[src/rtl/core/lpv_pkg.sv]
// Shared types and constants of the lidar point validator.
package lpv_pkg;

    localparam logic [29:0] NS_PER_SEC = 30'd1000000000;

    localparam logic OP_HEADER = 1'b0;
    localparam logic OP_POINT  = 1'b1;

    localparam logic [1:0] STATUS_OK        = 2'd0;
    localparam logic [1:0] STATUS_BAD_STAMP = 2'd1;
    localparam logic [1:0] STATUS_OFFSET    = 2'd2;
    localparam logic [1:0] STATUS_INVALID   = 2'd3;

    localparam logic CFG_TIME_OFFSET = 1'b0;
    localparam logic CFG_MAX_DELTA   = 1'b1;

    localparam int IN_DATA_W  = 272;
    localparam int OUT_DATA_W = 280;

    typedef struct packed {
        logic        op;
        logic        hdr_bad;
        logic        pt_pre_ok;
        logic [15:0] ring;
        logic [31:0] x;
        logic [31:0] y;
        logic [31:0] z;
        logic [31:0] intensity;
    } item_t;

    typedef struct packed {
        logic [1:0]  status;
        logic [63:0] stamp_ns;
        logic [31:0] group_num;
        logic [15:0] ring_out;
        logic [31:0] x_out;
        logic [31:0] y_out;
        logic [31:0] z_out;
        logic [31:0] intensity_out;
        logic [31:0] invalid_count;
    } result_t;

endpackage

[src/rtl/core/lpv_ns_conv.sv]
// Three-stage conversion of a double time in seconds to rounded nanoseconds.
module lpv_ns_conv
(
    input  logic        clk,
    input  logic        en,
    input  logic [63:0] time_bits,
    output logic [63:0] ns,
    output logic        ok
);

    logic [10:0] ex;
    logic [51:0] frac;
    logic [52:0] m;
    logic signed [11:0] e;
    logic        bad;

    logic [61:0] a_reg;
    logic [50:0] b_reg;
    logic signed [11:0] e1_reg;
    logic        bad1_reg;

    logic [82:0] q_reg;
    logic signed [11:0] e2_reg;
    logic        bad2_reg;

    logic [63:0] ns_next;
    logic        ok_next;
    logic [63:0] ns_reg;
    logic        ok_reg;

    logic [146:0] wide;
    logic [11:0]  s;
    logic [6:0]   sa;
    logic [82:0]  f;
    logic [82:0]  rbv;
    logic [82:0]  mask;
    logic         sticky;

    always_comb
    begin
        ex   = time_bits[62:52];
        frac = time_bits[51:0];
        bad  = (ex == 11'h7FF) || (time_bits[63] && (ex != 11'd0 || frac != 52'd0));
        if (ex == 11'd0)
        begin
            m = {1'b0, frac};
            e = -12'sd1074;
        end
        else
        begin
            m = {1'b1, frac};
            e = $signed({1'b0, ex}) - 12'sd1075;
        end
        if (time_bits[63])
        begin
            m = 53'd0;
        end
    end

    always_ff @(posedge clk)
    begin
        if (en)
        begin
            a_reg    <= 62'(m[31:0]) * 62'(lpv_pkg::NS_PER_SEC);
            b_reg    <= 51'(m[52:32]) * 51'(lpv_pkg::NS_PER_SEC);
            e1_reg   <= e;
            bad1_reg <= bad;
            q_reg    <= {21'd0, a_reg} + {b_reg, 32'd0};
            e2_reg   <= e1_reg;
            bad2_reg <= bad1_reg;
            ns_reg   <= ns_next;
            ok_reg   <= ok_next;
        end
    end

    always_comb
    begin
        wide    = {64'd0, q_reg} << e2_reg[5:0];
        s       = 12'(-e2_reg);
        sa      = s[6:0];
        f       = q_reg >> sa;
        rbv     = q_reg >> (sa - 7'd1);
        mask    = (83'd1 << sa) - 83'd1;
        sticky  = |(q_reg & mask);
        ns_next = 64'd0;
        ok_next = 1'b0;
        if (bad2_reg)
        begin
            ok_next = 1'b0;
        end
        else if (!e2_reg[11])
        begin
            if (e2_reg[10:6] == 5'd0 && wide[146:64] == 83'd0)
            begin
                ok_next = 1'b1;
                ns_next = wide[63:0];
            end
        end
        else if (s >= 12'd84)
        begin
            ok_next = 1'b1;
        end
        else
        begin
            ok_next = (f[82:64] == 19'd0) && !((&f[63:0]) && sticky);
            ns_next = f[63:0] + 64'(rbv[0]);
        end
    end

    assign ns = ns_reg;
    assign ok = ok_reg;

endmodule

[config.mk]
export PLATFORM = sky130hd
export DESIGN_NAME = lpv_ns_conv
export DESIGN_NICKNAME = d
export VERILOG_FILES = /design/src/rtl/core/lpv_pkg.sv /design/src/rtl/core/lpv_ns_conv.sv
export SDC_FILE = /design/constraint.sdc
export NUM_CORES = 2
export LEC_CHECK = 0
export BUFFER_PORTS_ARGS = -buffer_cell sky130_fd_sc_hd__clkbuf_2
export CORE_MARGIN = 4
export CORE_UTILIZATION = 41
export DETAILED_ROUTE_END_ITERATION = 12
export SLEW_MARGIN = 20
export SYNTH_ARGS = -nofsm -noshare
export SYNTH_HDL_FRONTEND = slang
export SYNTH_SLANG_ARGS = --single-unit
[constraint.sdc]
create_clock -name clk -period 9.8 [get_ports clk]
set_input_delay 2.45 -clock clk [delete_from_list [all_inputs] [get_ports clk]]
set_output_delay 2.45 -clock clk [all_outputs]
set_load 0.05 [all_outputs]
Yosys cells after proc, flatten, opt, wreduce, memory -nomap -nowiden
Cells that the tools add are included.
Widths: inputs -> output; s select.

storage, ports and cells
  register bits after elaboration = 269
  output and inout port bits = 65
  word-level logic and storage cells = 47

cells by class
  add/sub/neg operators = 6
  multipliers = 2
  magnitude comparators = 1
  equality and inequality tests = 1
  shifts and indexed selects = 4
  muxes and demuxes = 8
  bitwise operators = 1
  reduce and logical (&&, ||, !) cells = 15

operators with widths
  cell                    number
  $mux 64                 3
  $shl 83x6->147          1
  $mux 53                 2
  $add 62x83->83          1
  $and 83x83->83          1
  $logic_not 83->1        1
  $reduce_or 83->1        1
  $shl 1x7->83 const A    1
  $shr 83x7->1            1
  $shr 83x7->83           1
  $sub 83x1->83 const B   1
  $add 64x1->64           1
  $reduce_and 64->1       1
  $mul 32x21->53 const B  1
  $reduce_bool 52->1      1
  $mul 21x21->42 const B  1
  $logic_not 19->1        1
  $ge 12x7->1 const B     1
  $neg 12->12             1
  $sub 11x11->12 const B  1
  $eq 11x11->1 const B    1
  $logic_not 11->1        1
  $reduce_bool 11->1      1
  $sub 7x1->7 const B     1
  5 further kinds         11

Depth between registers and ports, before layout
  depth in word-level cells = 10
  depth in mapped cells = 30

Worst setup path after synthesis
OpenSTA, ideal clock, no wires.

  path type = input-to-reg
  from = input time_bits[63]
  to = register b_reg[48] (data pin)
  library setup time = 258 ps
  arrival = 9624 ps
  required time = 9542 ps
  setup slack = -82 ps
  stages on the path = 27
  buffers on the path = 3
  cells stage by stage = clkbuf_1 -> clkbuf_1 -> clkbuf_1 -> nor2b_1 -> ha_1 -> inv_1 -> fa_1 -> inv_1 -> fa_1 -> fa_1 -> inv_1 -> fa_1 -> inv_1 -> fa_1 -> fa_1 -> ha_1 -> a2111oi_0 -> o21ai_0 -> a31o_2 -> a221oi_1 -> o31ai_1 -> o21ai_0 -> o2111ai_1 -> a21oi_1 -> o21bai_1 -> a21oi_1 -> xnor2_1

between the ends
  longest elaborated chain between the ends = 2

ends and longest elaborated chain
  element               RTL line           source
  from (decl)           lpv_ns_conv.sv:6   input logic [63:0] time_bits,
  $mux 53               lpv_ns_conv.sv:54  if (time_bits[63])
  $mul 21x21->42        lpv_ns_conv.sv:65  b_reg <= 51'(m[52:32]) * 51'(lpv_pkg::NS_PER_SEC);
  to (signal assigned)  lpv_ns_conv.sv:65
  to (decl)             lpv_ns_conv.sv:18  logic [50:0] b_reg;

No other way between the ends.
A chain may end at the register's enable or synchronous reset.

Final worst setup path
  from = input time_bits[63]
  to = register a_reg[61] (data pin)

between the ends
  longest elaborated chain between the ends = 2

ends and longest elaborated chain
  element               RTL line           source
  $mux 53               lpv_ns_conv.sv:54
  $mul 32x21->53        lpv_ns_conv.sv:64  a_reg <= 62'(m[31:0]) * 62'(lpv_pkg::NS_PER_SEC);
  to (signal assigned)  lpv_ns_conv.sv:64
  to (decl)             lpv_ns_conv.sv:17  logic [61:0] a_reg;

No other way between the ends.

==> results_tabular.tex <==
\begin{tabular}{lr}
\hline
Metric & Value \\
\hline
\multicolumn{2}{l}{\textbf{Status}} \\
\quad Run status & completed \\
\multicolumn{2}{l}{\textbf{Yosys}} \\
\quad Count of state elements after synthesis & between 200 and 300 \\
\quad Synth Flop Type & edfxtp\_1 \\
\quad Cell area after synthesis & between 40000 and 50000 um\^{}2 \\
\quad Adder-cell share of the synthesized area & about a third \\
\quad Proportion of synthesized chip area in sequential cells & 16.3\% \\
\quad Avg Synthesized Cell Area & around 9.6 um\^{}2 \\
\quad Synthesized netlist cell count & roughly 5000 \\
\quad Yosys Warn Count & 0 \\
\quad Number of enable-type register cells in the synthesized netlist & 260 \\
\quad Largest family of logic cells by synthesized area & adder cells \\
\quad Simple logic cell fraction of the synthesized area & 12.4\% \\
\quad Post-synth ARST share & 0\% \\
\quad Multiplexer fraction of the synthesized cell area & 12.5\% \\
\quad Count of unique library cells instantiated by Yosys & 100 \\
\quad Syn\_nets & between 6000 and 7000 \\
\quad Share of the synthesized netlist area taken by xor and xnor gates & around 4.4\% \\
\quad Compound-Gate Fraction of Synth Area & 11.9\% \\
\multicolumn{2}{l}{\textbf{Floorplan}} \\
\quad Core Footprint & approximately 120000 um\^{}2 \\
\quad FP Rows & 125 \\
\quad Starting utilization of the core area & slightly above 40\% \\
\quad Die footprint & between 100000 and 150000 um\^{}2 \\
\quad Die outline height & 350 um \\
\quad Chip width & between 300 and 400 um \\
\quad I/O pin count & about 130 \\
\multicolumn{2}{l}{\textbf{Finish}} \\
\quad Most frequent cells in the layout & 823 x inv\_1, 495 x fa\_1, 490 x ha\_1 \\
\quad Fraction of final layout cells sized beyond drive strength 1 & a little under an eighth \\
\quad Fin nets & approximately 6100 \\
\quad Post-route cell area & around 51000 um\^{}2 \\
\quad Total of fill cells in the finished design & 11253 \\
\quad Number of flip-flops under the largest register name & between 70 and 80 \\
\quad Post-synthesis to final-layout area growth & 7.47\% \\
\quad Most common library cell in the layout ignoring fill and taps & inv\_1 \\
\multicolumn{2}{l}{\textbf{Place}} \\
\quad Quantity of I/O buffers inserted on ports & 130 \\
\quad Final weighted congestion in routability-driven placement & between 0.9 and 1 \\
\quad Final HPWL DP & 136000 um \\
\quad Cell Area, Placed & around 51000 um\^{}2 \\
\multicolumn{2}{l}{\textbf{Drt}} \\
\quad Routed WL per cell & 25.4 um \\
\quad DR iter-0 viols & 4000 \\
\quad Routed WL & approximately 170000 um \\
\quad Length of the first detailed-routing pass in iterations & 6 \\
\quad Number of vias per cell & between 5 and 6 \\
\quad Vias & around 39000 \\
\quad DRC violations left & 0 \\
\quad Post-DRT Antenna Nets & 0 \\
\multicolumn{2}{l}{\textbf{Critical path}} \\
\quad Delay of the slowest cell on the worst path & $\sim$0.53 ns \\
\quad WS Path Type & in2reg \\
\quad Buffers \& Inverters on Critical Path & 9 \\
\quad Highest fanout seen on the critical path & 23 \\
\quad Crit path max-delay family & adder cells \\
\quad Critical path's slowest cell & fa\_1 \\
\quad Required arrival time at the worst endpoint & around 10 ns \\
\quad Setup crit start kind & input port \\
\quad WP data arrival & about 9.5 ns \\
\quad Endpoint kind of the worst setup timing path & flop \\
\multicolumn{2}{l}{\textbf{Timing}} \\
\quad Final Setup Violations & 0 \\
\quad Unrepaired setup endpoints after global routing & false \\
\quad Worst-Margin Slew & between 1 and 1.5 ns \\
\quad Clk\_skew & slightly below 0.02 ns \\
\quad Ratio of final minimum period to clock period & 93.8\% \\
\quad Worst slew slack as a fraction of its limit & between 20\% and 30\% \\
\quad Setup TNS Final & 0 ns \\
\quad Highest Clock Rate & 0.109 GHz \\
\quad Final hold violations & 0 \\
\quad Crit path time final & approximately 9.2 ns \\
\quad Number of pins with negative max-slew slack in the final report & 0 \\
\quad Tightest hold margin & about 0.4 ns \\
\multicolumn{2}{l}{\textbf{Global routing}} \\
\quad Vias in the first global route & between 30000 and 40000 \\
\quad Pin count of the biggest net entering global routing & 104 \\
\quad Initial antenna violation count & 6 \\
\quad Tot GR Track Use & a little over a quarter \\
\quad Global-route wire length before repair & 253000 um \\
\quad Overflow left after global routing & 0 \\
\multicolumn{2}{l}{\textbf{CTS}} \\
\quad Number of buffers inserted during clock tree synthesis & 29 \\
\quad TritonCTS clock tree & yes \\
\quad Clock latency of the later-clocked register in the worst-skew pair & 0.60 ns \\
\quad Clock transition at path regs & $\sim$0.060 ns \\
\quad Clk sinks & 260 \\
\quad Number of buffers inserted by hold repair at cts & 0 \\
\quad Clock H-tree levels & 1 \\
\quad Clock root buffer & clkbuf\_16 \\
\quad Number of resized instances in the post-cts repair step & 0 \\
\quad Buffers inserted during post-CTS setup optimization & 0 \\
\quad Worst-case clock buffer depth & 3 \\
\multicolumn{2}{l}{\textbf{Min path}} \\
\quad Path category of the worst min-delay check & reg2reg \\
\multicolumn{2}{l}{\textbf{Run}} \\
\quad Max\_cap viols & 0 \\
\multicolumn{2}{l}{\textbf{Power}} \\
\quad Leakage power of the design & about 23 nW \\
\quad Power per cell area & roughly 330 nW/um\^{}2 \\
\quad IR Drop Worst-Case VDD & between 0.0003 and 0.0004 V \\
\hline
\end{tabular}
-- metrics by stage --
step                      cells  power (mW)  worst slack (ns)  util [%]
after floorplan            4986        12.0            0.0210         -
after global placement     6544        15.6             0.180      43.5
after detailed placement   6544        15.7            0.0665      43.5
after CTS                  6596        16.8             0.705      44.3
after global routing       6596        18.6             0.246      44.3
final                      6597        16.9             0.609      44.3
-- layout make-up --
cell class | instances | area, um^2 | share of cell area (%)
well taps | 1524 | 1910 | 3.71
multi-input cells | 3646 | 35800 | 69.7
clock buffers | 32 | 737 | 1.43
clock inverters | 20 | 159 | 0.309
diodes | 1 | 2.50 | 0.00487
flip-flops and latches | 260 | 7810 | 15.2
repair buffers | 288 | 1860 | 3.62
inverters | 826 | 3100 | 6.03
-- report_power, final --
part	total (mW)	leakage [nW]	switching (mW)	internal, mW
clock network	1.04	0.422	0.469	0.570
logic	13.1	20.0	7.51	5.62
registers	2.71	2.56	0.592	2.12
-- cell usage after synthesis, types with 71 or more instances --
cell type | instances | area [um^2]
nand2_1 | 344 | 1290
o21ai_0 | 162 | 811
inv_1 | 825 | 3100
nor3_1 | 82 | 410
mux2i_1 | 167 | 1670
a21oi_1 | 175 | 876
clkbuf_1 | 149 | 559
xnor2_1 | 134 | 1170
nor2_1 | 281 | 1050
o22ai_1 | 71 | 444
ha_1 | 491 | 6140
nand3_1 | 91 | 455
xor2_1 | 97 | 850
edfxtp_1 | 260 | 7810
mux4_2 | 165 | 3720
fa_1 | 495 | 9910
-- cells by family (layout without fill, tap and decap cells) --
logic type	count (synthesis)	count (layout)
adders and majority gates	986	986
buffers and inverters	1080	1166
other	0	1
xor gates and xnor gates	234	234
muxes	386	386
DFF	260	260
and+or+nand+nor	1196	1196
AOI/OAI and AO/OA	844	844
-- layer usage --
layer  global-route usage, %  part of all wire [%]
met1                    36.5                    41
met5                       0                 0.010
met3                    4.64                   8.5
met4                    13.6                   6.6
met2                    43.0                    44
-- final timing paths --
path,start,endpoint,slack (ns),cells past startpoint
setup / recovery,time_bits[63],a_reg[61],0.61,30
hold / removal,a_reg[12],q_reg[12],0.41,0
hold reg to reg,a_reg[12],q_reg[12],0.41,0
setup reg to reg,e2_reg[0],ns[56],2.14,17
Power figures use the tool's default switching activity.
